**src/rtl/psr_pkg.sv**
```systemverilog
// Shared types and constants for the predictive stack recognizer.
package psr_pkg;

  localparam logic [2:0] KIND_HEAD  = 3'd0;
  localparam logic [2:0] KIND_BODY  = 3'd1;
  localparam logic [2:0] KIND_START = 3'd2;
  localparam logic [2:0] KIND_CHAR  = 3'd3;
  localparam logic [2:0] KIND_END   = 3'd4;

  localparam logic [1:0] STAT_FINE     = 2'd0;
  localparam logic [1:0] STAT_REJECTED = 2'd1;
  localparam logic [1:0] STAT_ACCEPTED = 2'd2;
  localparam logic [1:0] STAT_OVERFLOW = 2'd3;

  localparam logic [7:0] END_MARK = 8'h24;

  typedef struct packed {
    logic [2:0] kind;
    logic [3:0] rule_index;
    logic [2:0] symbol_pos;
    logic [7:0] symbol;
    logic [3:0] rule_length;
  } in_word_t;

endpackage

```
**src/rtl/psr_rule_mem.sv**
```systemverilog
// Grammar table storage: rule heads, lengths and right-side symbols.
module psr_rule_mem #(
  parameter int MAX_RULES = 16,
  parameter int MAX_RHS   = 8,
  parameter int RIW       = 4,
  parameter int BAW       = 7
) (
  input  logic           clk_i,
  input  logic           head_we_i,
  input  logic [RIW-1:0] head_waddr_i,
  input  logic [7:0]     head_wdata_i,
  input  logic [3:0]     len_wdata_i,
  input  logic [RIW-1:0] head_raddr_i,
  output logic [7:0]     head_rdata_o,
  output logic [3:0]     len_rdata_o,
  input  logic           body_we_i,
  input  logic [BAW-1:0] body_waddr_i,
  input  logic [7:0]     body_wdata_i,
  input  logic [BAW-1:0] body_raddr_i,
  output logic [7:0]     body_rdata_o
);

  logic [7:0] heads_mem  [MAX_RULES];
  logic [3:0] lens_mem   [MAX_RULES];
  logic [7:0] bodies_mem [MAX_RULES*MAX_RHS];

  always_ff @(posedge clk_i) begin
    if (head_we_i) begin
      heads_mem[head_waddr_i] <= head_wdata_i;
      lens_mem[head_waddr_i]  <= len_wdata_i;
    end
    head_rdata_o <= heads_mem[head_raddr_i];
    len_rdata_o  <= lens_mem[head_raddr_i];
  end

  always_ff @(posedge clk_i) begin
    if (body_we_i) begin
      bodies_mem[body_waddr_i] <= body_wdata_i;
    end
    body_rdata_o <= bodies_mem[body_raddr_i];
  end

endmodule

```
**src/rtl/psr_stack_mem.sv**
```systemverilog
// Symbol stack memory with a flag tracking the bottom entry.
module psr_stack_mem #(
  parameter int STACK_DEPTH = 64,
  parameter int SAW         = 6
) (
  input  logic           clk_i,
  input  logic           rst_ni,
  input  logic           we_i,
  input  logic [SAW-1:0] waddr_i,
  input  logic [7:0]     wdata_i,
  input  logic [SAW-1:0] raddr_i,
  output logic [7:0]     rdata_o,
  output logic           bottom_end_o
);

  logic [7:0] stack_mem [STACK_DEPTH];
  logic       bottom_end_q;

  always_ff @(posedge clk_i) begin
    if (we_i) begin
      stack_mem[waddr_i] <= wdata_i;
    end
    rdata_o <= stack_mem[raddr_i];
  end

  always_ff @(posedge clk_i or negedge rst_ni) begin
    if (!rst_ni) begin
      bottom_end_q <= 1'b0;
    end else if (we_i && waddr_i == '0) begin
      bottom_end_q <= (wdata_i == psr_pkg::END_MARK);
    end
  end

  assign bottom_end_o = bottom_end_q;

endmodule

```
**src/rtl/psr_ctrl.sv**
```systemverilog
// Sequencer: rule search, stack expansion and result register.
module psr_ctrl #(
  parameter int MAX_RULES   = 16,
  parameter int MAX_RHS     = 8,
  parameter int STACK_DEPTH = 64,
  parameter int RIW         = 4,
  parameter int BAW         = 7,
  parameter int SAW         = 6
) (
  input  logic             clk_i,
  input  logic             rst_ni,
  input  logic             in_valid_i,
  output logic             in_stall_o,
  input  psr_pkg::in_word_t in_word_i,
  output logic             out_valid_o,
  input  logic             out_stall_i,
  output logic [1:0]       status_o,
  output logic [6:0]       stack_depth_o,
  input  logic             cfg_we_i,
  input  logic [4:0]       cfg_wdata_i,
  output logic             head_we_o,
  output logic [RIW-1:0]   head_waddr_o,
  output logic [RIW-1:0]   head_raddr_o,
  input  logic [7:0]       head_rdata_i,
  input  logic [3:0]       len_rdata_i,
  output logic             body_we_o,
  output logic [BAW-1:0]   body_waddr_o,
  output logic [BAW-1:0]   body_raddr_o,
  input  logic [7:0]       body_rdata_i,
  output logic             stk_we_o,
  output logic [SAW-1:0]   stk_waddr_o,
  output logic [7:0]       stk_wdata_o,
  output logic [SAW-1:0]   stk_raddr_o,
  input  logic [7:0]       stk_rdata_i,
  input  logic             bottom_end_i
);

  localparam int SPW = $clog2(STACK_DEPTH + 1);
  localparam int CW  = $clog2(MAX_RULES + 1);
  localparam int RCW = (CW > 5) ? CW : 5;
  localparam int NW  = ($clog2(MAX_RHS + 1) > 4) ? $clog2(MAX_RHS + 1) : 4;
  localparam int OW  = ((SPW > NW) ? SPW : NW) + 1;
  localparam int XW  = (SPW > 7) ? SPW : 7;

  localparam logic [2:0] S_IDLE     = 3'd0;
  localparam logic [2:0] S_START    = 3'd1;
  localparam logic [2:0] S_TOP      = 3'd2;
  localparam logic [2:0] S_RULE_RD  = 3'd3;
  localparam logic [2:0] S_RULE_CMP = 3'd4;
  localparam logic [2:0] S_PUSH_RD  = 3'd5;
  localparam logic [2:0] S_PUSH_WR  = 3'd6;
  localparam logic [2:0] S_DONE     = 3'd7;

  logic [2:0]     state_q, state_d;
  logic [2:0]     kind_q, kind_d;
  logic [7:0]     sym_q, sym_d;
  logic [7:0]     top_q, top_d;
  logic [RCW-1:0] r_q, r_d;
  logic [NW-1:0]  j_q, j_d;
  logic [SPW-1:0] sp_q, sp_d;
  logic [1:0]     failed_q, failed_d;
  logic [4:0]     rule_count_q;
  logic           out_valid_q, out_valid_d;
  logic [1:0]     status_q, status_d;
  logic [6:0]     depth_q, depth_d;

  logic           accept;
  logic [NW-1:0]  len_ext, eff_len;
  logic [RCW-1:0] limit, r_next;
  logic           hit, ovf;
  logic [SPW-1:0] sp_m1;
  logic [XW-1:0]  sp_x;
  logic [1:0]     status_now;

  assign accept     = in_valid_i && (state_q == S_IDLE);
  assign in_stall_o = (state_q != S_IDLE);

  assign len_ext = NW'(len_rdata_i);
  assign eff_len = (len_ext > NW'(MAX_RHS)) ? NW'(MAX_RHS) : len_ext;
  assign limit   = (RCW'(rule_count_q) > RCW'(MAX_RULES)) ? RCW'(MAX_RULES)
                                                           : RCW'(rule_count_q);
  assign r_next  = r_q + RCW'(1);
  assign hit     = (eff_len != '0) && (head_rdata_i == top_q) && (body_rdata_i == sym_q);
  // a net depth below zero also counts as overflow
  assign ovf     = ((OW'(sp_q) + OW'(eff_len)) > (OW'(STACK_DEPTH) + OW'(2))) ||
                   ((OW'(sp_q) + OW'(eff_len)) < OW'(2));
  assign sp_m1   = sp_q - SPW'(1);
  assign sp_x    = XW'(sp_q);

  // table writes happen in the accept cycle
  assign head_we_o    = accept && (in_word_i.kind == psr_pkg::KIND_HEAD) &&
                        (int'(in_word_i.rule_index) < MAX_RULES);
  assign head_waddr_o = RIW'(in_word_i.rule_index);
  assign body_we_o    = accept && (in_word_i.kind == psr_pkg::KIND_BODY) &&
                        (int'(in_word_i.rule_index) < MAX_RULES) &&
                        (int'(in_word_i.symbol_pos) < MAX_RHS);
  assign body_waddr_o = BAW'(int'(in_word_i.rule_index) * MAX_RHS +
                             int'(in_word_i.symbol_pos));

  assign head_raddr_o = (state_q == S_IDLE) ? '0 : r_q[RIW-1:0];
  assign body_raddr_o = BAW'(int'(r_q) * MAX_RHS +
                             ((state_q == S_PUSH_RD) ? int'(j_q) : 0));
  assign stk_raddr_o  = sp_m1[SAW-1:0];

  always_comb begin
    stk_we_o    = 1'b0;
    stk_waddr_o = '0;
    stk_wdata_o = psr_pkg::END_MARK;
    case (state_q)
      S_IDLE: begin
        stk_we_o = accept && (in_word_i.kind == psr_pkg::KIND_START);
      end
      S_START: begin
        stk_we_o    = 1'b1;
        stk_waddr_o = SAW'(1);
        stk_wdata_o = head_rdata_i;
      end
      S_PUSH_WR: begin
        stk_we_o    = 1'b1;
        stk_waddr_o = sp_q[SAW-1:0];
        stk_wdata_o = body_rdata_i;
      end
      default: begin
        stk_we_o = 1'b0;
      end
    endcase
  end

  always_comb begin
    status_now = failed_q;
    if (kind_q == psr_pkg::KIND_END && failed_q == psr_pkg::STAT_FINE) begin
      status_now = (sp_q == SPW'(1) && bottom_end_i) ? psr_pkg::STAT_ACCEPTED
                                                     : psr_pkg::STAT_REJECTED;
    end
  end

  always_comb begin
    state_d     = state_q;
    kind_d      = kind_q;
    sym_d       = sym_q;
    top_d       = top_q;
    r_d         = r_q;
    j_d         = j_q;
    sp_d        = sp_q;
    failed_d    = failed_q;
    out_valid_d = out_valid_q && out_stall_i;
    status_d    = status_q;
    depth_d     = depth_q;
    case (state_q)
      S_IDLE: begin
        if (accept) begin
          kind_d  = in_word_i.kind;
          sym_d   = in_word_i.symbol;
          state_d = S_DONE;
          if (in_word_i.kind == psr_pkg::KIND_START) begin
            state_d = S_START;
          end else if (in_word_i.kind == psr_pkg::KIND_CHAR &&
                       failed_q == psr_pkg::STAT_FINE && sp_q != '0) begin
            state_d = S_TOP;
          end
        end
      end
      S_START: begin
        sp_d     = SPW'(2);
        failed_d = psr_pkg::STAT_FINE;
        state_d  = S_DONE;
      end
      S_TOP: begin
        top_d = stk_rdata_i;
        r_d   = '0;
        if (stk_rdata_i == sym_q) begin
          sp_d    = sp_m1;
          state_d = S_DONE;
        end else if (limit == '0) begin
          failed_d = psr_pkg::STAT_REJECTED;
          state_d  = S_DONE;
        end else begin
          state_d = S_RULE_RD;
        end
      end
      S_RULE_RD: begin
        state_d = S_RULE_CMP;
      end
      S_RULE_CMP: begin
        if (hit) begin
          if (ovf) begin
            failed_d = psr_pkg::STAT_OVERFLOW;
            state_d  = S_DONE;
          end else begin
            sp_d    = sp_m1;
            j_d     = eff_len - NW'(1);
            state_d = (eff_len == NW'(1)) ? S_DONE : S_PUSH_RD;
          end
        end else if (r_next >= limit) begin
          failed_d = psr_pkg::STAT_REJECTED;
          state_d  = S_DONE;
        end else begin
          r_d     = r_next;
          state_d = S_RULE_RD;
        end
      end
      S_PUSH_RD: begin
        state_d = S_PUSH_WR;
      end
      S_PUSH_WR: begin
        sp_d    = sp_q + SPW'(1);
        j_d     = j_q - NW'(1);
        state_d = (j_q == NW'(1)) ? S_DONE : S_PUSH_RD;
      end
      S_DONE: begin
        if (!out_valid_q || !out_stall_i) begin
          out_valid_d = 1'b1;
          status_d    = status_now;
          depth_d     = sp_x[6:0];
          state_d     = S_IDLE;
        end
      end
      default: begin
        state_d = S_IDLE;
      end
    endcase
  end

  always_ff @(posedge clk_i or negedge rst_ni) begin
    if (!rst_ni) begin
      state_q      <= S_IDLE;
      sp_q         <= '0;
      failed_q     <= psr_pkg::STAT_FINE;
      rule_count_q <= 5'd1;
      out_valid_q  <= 1'b0;
      r_q          <= '0;
      j_q          <= '0;
    end else begin
      state_q     <= state_d;
      sp_q        <= sp_d;
      failed_q    <= failed_d;
      out_valid_q <= out_valid_d;
      r_q         <= r_d;
      j_q         <= j_d;
      if (cfg_we_i) begin
        rule_count_q <= cfg_wdata_i;
      end
    end
  end

  always_ff @(posedge clk_i) begin
    kind_q   <= kind_d;
    sym_q    <= sym_d;
    top_q    <= top_d;
    status_q <= status_d;
    depth_q  <= depth_d;
  end

  assign out_valid_o   = out_valid_q;
  assign status_o      = status_q;
  assign stack_depth_o = depth_q;

  a_sp_bound: assert property (@(posedge clk_i) disable iff (!rst_ni)
    OW'(sp_q) <= OW'(STACK_DEPTH))
    else $error("stack pointer beyond stack depth");

  a_failed_code: assert property (@(posedge clk_i) disable iff (!rst_ni)
    failed_q != psr_pkg::STAT_ACCEPTED)
    else $error("accepted code held in failure flag");

  a_accept_busy: assert property (@(posedge clk_i) disable iff (!rst_ni)
    accept |=> state_q != S_IDLE)
    else $error("accepted word left no work");

  a_result_from_done: assert property (@(posedge clk_i) disable iff (!rst_ni)
    $rose(out_valid_q) |-> $past(state_q) == S_DONE)
    else $error("result raised outside done state");

  a_push_room: assert property (@(posedge clk_i) disable iff (!rst_ni)
    state_q == S_PUSH_WR |-> OW'(sp_q) < OW'(STACK_DEPTH))
    else $error("push past top of stack");

endmodule

```
**src/rtl/predictive_stack_recognizer.sv**
```systemverilog
// Steps: load, end and ignored words go straight to the result; a start word writes the end
// mark and start symbol; a character reads the stack top, matches it or searches the rules.
// Throughput: one word at a time, stretched while a held result is stalled; the rule search
// and stack pushes share the one registered body read port of the rule table.
// Reset: stack empty, failure flag clear, rule_count 1; tables hold garbage until loaded.
// Top level of the predictive stack recognizer.
module predictive_stack_recognizer #(
  parameter int MAX_RULES   = 16,
  parameter int MAX_RHS     = 8,
  parameter int STACK_DEPTH = 64
) (
  input  logic       clk_i,
  input  logic       rst_ni,
  input  logic       in_valid_i,
  output logic       in_stall_o,
  input  logic [2:0] kind_i,
  input  logic [3:0] rule_index_i,
  input  logic [2:0] symbol_pos_i,
  input  logic [7:0] symbol_i,
  input  logic [3:0] rule_length_i,
  output logic       out_valid_o,
  input  logic       out_stall_i,
  output logic [1:0] status_o,
  output logic [6:0] stack_depth_o,
  input  logic       cfg_we_i,
  input  logic [4:0] cfg_wdata_i
);

  localparam int RIW = (MAX_RULES > 1) ? $clog2(MAX_RULES) : 1;
  localparam int BAW = (MAX_RULES * MAX_RHS > 1) ? $clog2(MAX_RULES * MAX_RHS) : 1;
  localparam int SAW = $clog2(STACK_DEPTH);

  psr_pkg::in_word_t in_word;

  logic           head_we, body_we, stk_we, bottom_end;
  logic [RIW-1:0] head_waddr, head_raddr;
  logic [7:0]     head_rdata, body_rdata, stk_wdata, stk_rdata;
  logic [3:0]     len_rdata;
  logic [BAW-1:0] body_waddr, body_raddr;
  logic [SAW-1:0] stk_waddr, stk_raddr;

  assign in_word.kind        = kind_i;
  assign in_word.rule_index  = rule_index_i;
  assign in_word.symbol_pos  = symbol_pos_i;
  assign in_word.symbol      = symbol_i;
  assign in_word.rule_length = rule_length_i;

  psr_rule_mem #(
    .MAX_RULES(MAX_RULES),
    .MAX_RHS  (MAX_RHS),
    .RIW      (RIW),
    .BAW      (BAW)
  ) u_rule_mem (
    .clk_i       (clk_i),
    .head_we_i   (head_we),
    .head_waddr_i(head_waddr),
    .head_wdata_i(symbol_i),
    .len_wdata_i (rule_length_i),
    .head_raddr_i(head_raddr),
    .head_rdata_o(head_rdata),
    .len_rdata_o (len_rdata),
    .body_we_i   (body_we),
    .body_waddr_i(body_waddr),
    .body_wdata_i(symbol_i),
    .body_raddr_i(body_raddr),
    .body_rdata_o(body_rdata)
  );

  psr_stack_mem #(
    .STACK_DEPTH(STACK_DEPTH),
    .SAW        (SAW)
  ) u_stack_mem (
    .clk_i       (clk_i),
    .rst_ni      (rst_ni),
    .we_i        (stk_we),
    .waddr_i     (stk_waddr),
    .wdata_i     (stk_wdata),
    .raddr_i     (stk_raddr),
    .rdata_o     (stk_rdata),
    .bottom_end_o(bottom_end)
  );

  psr_ctrl #(
    .MAX_RULES  (MAX_RULES),
    .MAX_RHS    (MAX_RHS),
    .STACK_DEPTH(STACK_DEPTH),
    .RIW        (RIW),
    .BAW        (BAW),
    .SAW        (SAW)
  ) u_ctrl (
    .clk_i        (clk_i),
    .rst_ni       (rst_ni),
    .in_valid_i   (in_valid_i),
    .in_stall_o   (in_stall_o),
    .in_word_i    (in_word),
    .out_valid_o  (out_valid_o),
    .out_stall_i  (out_stall_i),
    .status_o     (status_o),
    .stack_depth_o(stack_depth_o),
    .cfg_we_i     (cfg_we_i),
    .cfg_wdata_i  (cfg_wdata_i),
    .head_we_o    (head_we),
    .head_waddr_o (head_waddr),
    .head_raddr_o (head_raddr),
    .head_rdata_i (head_rdata),
    .len_rdata_i  (len_rdata),
    .body_we_o    (body_we),
    .body_waddr_o (body_waddr),
    .body_raddr_o (body_raddr),
    .body_rdata_i (body_rdata),
    .stk_we_o     (stk_we),
    .stk_waddr_o  (stk_waddr),
    .stk_wdata_o  (stk_wdata),
    .stk_raddr_o  (stk_raddr),
    .stk_rdata_i  (stk_rdata),
    .bottom_end_i (bottom_end)
  );

endmodule
```
**config.mk**
```make
export PLATFORM = sky130hd
export DESIGN_NAME = predictive_stack_recognizer
export DESIGN_NICKNAME = d
export VERILOG_FILES = /design/src/rtl/psr_pkg.sv /design/src/rtl/psr_rule_mem.sv /design/src/rtl/psr_stack_mem.sv /design/src/rtl/psr_ctrl.sv /design/src/rtl/predictive_stack_recognizer.sv
export SDC_FILE = /design/constraint.sdc
export NUM_CORES = 2
export LEC_CHECK = 0
export BUFFER_PORTS_ARGS = -buffer_cell sky130_fd_sc_hd__buf_2
export CORE_UTILIZATION = 63
export CTS_CLUSTER_DIAMETER = 40
export DETAILED_ROUTE_END_ITERATION = 10
export GPL_TIMING_DRIVEN = 0
export PLACE_DENSITY = 0.81
export SLEW_MARGIN = 25
export SYNTH_ARGS = -nofsm -noshare
export SYNTH_HDL_FRONTEND = slang
export SYNTH_SLANG_ARGS = --single-unit
```
**constraint.sdc**
```tcl
create_clock -name clk_i -period 6.1 [get_ports clk_i]
set_input_delay 0.61 -clock clk_i [delete_from_list [all_inputs] [get_ports clk_i]]
set_output_delay 0.61 -clock clk_i [all_outputs]
set_load 0.005 [all_outputs]
```
==> out/qor.csv <==
stage;metric;value;unit
outcome;outcome;finished, violations left;
outcome;violations;setup timing;
clock_network;root_buffer;clkbuf_16;
placed_design;place_congestion;1.00;
critical_path;slowest_delay;850;ps
synthesis;synth_xor_area_share;0.452;%
synthesis;synth_common_cells;1756 x edfxtp_1, 352 x nand2_1, 279 x nor2_1;
synthesis;synth-simple-area-share;5.79;%
global_route;grt_usage;36.9;%
cells_and_area;nFillCells;6523;
power_and_ir_drop;p_clk_share;29.9;%
cells_and_area;layout.nets;4568;
clock_network;cts.sinks;1812;
synthesis;synth_fp_nets;4322;
critical_path;critPathBufInv;6;
routing;drt_pass1_iterations;9;
die;ios;43;
die;row_count;123;
critical_path;crit_arrival;6670;ps
power_and_ir_drop;pwr-share-comb;33.1;%
timing;setup_ws;-11.4;ps
critical_path;critPathRequiredTime;6660;ps
synthesis;synth_edf_count;1756;
global_route;grt_pass1_vias;44100;
power_and_ir_drop;seqPwrFrac;37.0;%
placed_design;io_buffers;37;
critical_path;cp_slowest_cell;o21ai_0;
die;die_y;339;um
synthesis;netlist.area_leader.share;73.6;%
routing;drt_wl_total;213;mm
global_route;grt_max_degree;117;
power_and_ir_drop;switching_share;35.7;%
global_route;use_met1;48.4;%
global_route;grt_util_met2;55.7;%
synthesis;async_reset_ff_share;1.55;%
synthesis;yosys.area_share.adder;0.395;%
power_and_ir_drop;ir_worst_vdd;0.000325;V
routing;drtIter0Drc;8569;
die;start_util;63.6;%
global_route;grt-busiest-layer;met2;
synthesis;synth_cell_types;88;
placed_design;dp_slack;513;ps
synthesis;yosysMostFrequentCell;edfxtp_1;
timing;hold_slack;55.0;ps
global_route;grt_overflow;0;
clock_network;clk_latency;810;ps
power_and_ir_drop;power;0.0399;W
power_and_ir_drop;p_leak;26.0;nW
timing;rsz0062_at_grt;false;
routing;route.detailed.drc;0;
synthesis;synth_top_family_by_area;multiplexers;
clock_network;cts_tree;done;
die;dieArea;115000;sq um
synthesis;synthTopCellsByArea;edfxtp_1 74%, mux4_2 5.9%, o221ai_1 2.7%, nand2_1 1.8%, nor2_1 1.5%;
synthesis;synth_seq_area_share;75.4;%
power_and_ir_drop;intPower;0.0256;W
critical_path;crit_fanout;10;
power_and_ir_drop;power_density;494;nW/um^2
global_route;grtUsageMet3;11.5;%
routing;vias;45400;
cells_and_area;seq_area;54000;sq um
global_route;antenna_found_initial;9;
timing;fmax;164;MHz
placed_design;post-place-cells;5822;
global_route;grt_pass1_wl;302;mm
timing;tightest_slew;1230;ps
cells_and_area;instances_no_fill;6180;
synthesis;synth_top_cell_by_area;edfxtp_1;
synthesis;synthMuxAreaShare;8.14;%
critical_path;cp-end-kind;register;
timing;max_slew_margin;18.0;%
synthesis;synth_warnings;0;
critical_path;critical_path.cell_chain;buf_4 -> clkbuf_1 -> and3_1 -> ha_1 -> clkbuf_1 -> buf_1 -> clkdlybuf4s15_1 -> clkbuf_1 -> o221ai_1 -> o21ai_0 -> a311oi_1;
critical_path;critPathLaunchType;register;
cells_and_area;syn_to_final_growth;12.7;%
synthesis;ys_seq_elements;1812;
routing;via_per_inst;7.35;
synthesis;synth_compound_gate_area_share;7.89;%
critical_path;path_class;reg -> reg;
power_and_ir_drop;power.switching;0.0143;W
timing;hold_viol_final;0;
synthesis;synth_area;71700;sq um
hold_path;hold_path_class;in -> reg;
clock_network;htree_levels;4;
timing;setup_viol;1;
timing;final.setup.tns;-11.4;ps
clock_network;cts_setup_buffers;0;
critical_path;cp_common_cell;clkbuf_1;
clock_network;cts_buffers;189;
timing;skew;32.4;ps
synthesis;synth_cells;4268;
synthesis;synth_flop_cell;edfxtp_1;
critical_path;cp_top_family;buffers and inverters;
timing;fin_crit;6110;ps
cells_and_area;multi_input_comb_area;16400;sq um
clock_network;clk_pin_slew;60;ps
cells_and_area;drive_above_1_share;15.9;%
timing;drv_slew;0;
synthesis;syn_area_per_cell;16.8;sq um
routing;routedWlPerCell;34.5;um
die;die_x;339;um
routing;ant_nets;0;
placed_design;dp_hpwl;135;mm
clock_network;clockBufferDepth;3;
die;coreArea;113000;sq um
flow_run;max_cap_viol_count;0;
timing;period_share;100;%
-- flip-flops by register name, indices dropped and copies added, names as in the netlist, 5 cells and up --
name,flops
u_ctrl.rule_count_q,5
u_rule_mem.lens_mem,64
u_ctrl.r_q,5
u_rule_mem.head_rdata_o,8
u_ctrl.stack_depth_o,7
u_ctrl.sym_q,8
u_ctrl.sp_q,7
u_stack_mem.rdata_o,8
u_rule_mem.bodies_mem,1024
u_stack_mem.stack_mem,512
u_rule_mem.body_rdata_o,8
u_rule_mem.heads_mem,128
u_ctrl.top_q,8
-- cell usage in the layout (no fill, tap or decap), types with 14 or more instances in the layout --
cell / synthesis / layout
clkinvlp_4: 0 / 17
buf_4: 21 / 25
nand2_1: 352 / 352
bufinv_16: 0 / 25
ha_1: 21 / 21
mux4_2: 188 / 188
nand4_1: 20 / 20
edfxtp_1: 1756 / 1756
o31ai_1: 17 / 17
nor2_1: 279 / 269
o22ai_1: 115 / 115
mux2_2: 52 / 52
dfxtp_1: 28 / 28
nor4_1: 16 / 16
a211oi_1: 18 / 18
inv_1: 19 / 19
o21ai_0: 126 / 124
clkinv_2: 0 / 19
mux2i_1: 100 / 100
nor2b_1: 18 / 17
buf_2: 77 / 106
and3_1: 22 / 22
clkbuf_16: 0 / 196
inv_6: 0 / 15
o221ai_1: 219 / 219
clkbuf_1: 161 / 189
nand3_1: 161 / 161
clkinv_1: 0 / 31
dfrtp_1: 27 / 27
a21oi_1: 113 / 111
xnor2_1: 18 / 14
a31oi_1: 76 / 76
xor2_1: 19 / 18
buf_1: 21 / 19
-- repair_timing --
item	CTS	global route
hold buffers	1	0
endpoints found under the hold margin	27	0
endpoints found under the setup margin	0	1
resized for setup	0	2
-- metrics by stage --
stage               util [%]  cell area [sq um]
floorplan                  -              71700
global placement        65.4              73700
detailed placement      65.9              74300
CTS                     71.7              80700
global route            71.7              80800
finish                  71.7              80800
-- routing by layer --
metal  vias to the layer above  wire length, um  share of wire (%)
met5                         -               27              0.013
met4                         4            13700                6.4
met3                       884            32600                 15
met2                      4433            96300                 45
met1                     22300            70600                 33
li1                      17800                -                  -
-- layout make-up --
class                      count  share of cell area [%]
antenna                        5                  0.0155
buffer                       290                    1.69
clock buffer                 231                    6.27
clock inverter               121                    1.69
inverter                      19                  0.0883
multi-input combinational   2147                    20.3
sequential                  1812                    66.8
tap                         1500                    2.32
timing repair buffer          55                   0.777
-- tightest hold or removal path: stages --
cell,delay (ps)
buf_2,80
nand2_1,50
o21ai_0,60
-- cell families after synthesis --
kind of cell	Yosys count
XOR/XNOR	37
adder cells (fa/ha/maj)	22
flip-flops	1812
AO/OA/AOI/OAI	807
AND/OR/NAND/NOR	940
multiplexers	341
buffers and inverters	309
-- power groups by stage --
| stage | registers, W | logic, W | clock network, W |
|---|---|---|---|
| final | 0.0148 | 0.0132 | 0.0119 |
| after detailed placement | 0.0150 | 0.0123 | 0 |
| after floorplan | 0.0149 | 0.00722 | 0 |
| after global placement | 0.0151 | 0.0118 | 0 |
| after global routing | 0.0148 | 0.0133 | 0.0123 |
| after CTS | 0.0147 | 0.0125 | 0.0119 |
-- final timing paths --
kind	start	endpoint	slack [ps]	depth (start not counted)
worst max-delay path	u_ctrl.state_q[2]$_DFFE_PN0P_	u_rule_mem.body_rdata_o[4]$_DFF_P_	-10	11
worst min-delay path	cfg_wdata_i[4]	u_ctrl.rule_count_q[4]$_DFFE_PN0P_	50	3
worst max register to register	u_ctrl.state_q[2]$_DFFE_PN0P_	u_rule_mem.body_rdata_o[4]$_DFF_P_	-10	11
worst min register to register	u_stack_mem.rdata_o[4]$_DFF_P_	u_ctrl.top_q[4]$_DFFE_PP_	470	0
max in group asynchronous	rst_ni	u_ctrl.j_q[2]$_DFFE_PN0P_	5200	2
min in group asynchronous	rst_ni	u_ctrl.rule_count_q[1]$_DFFE_PN0P_	420	2
Note: power is estimated with default switching activity, not from simulation.
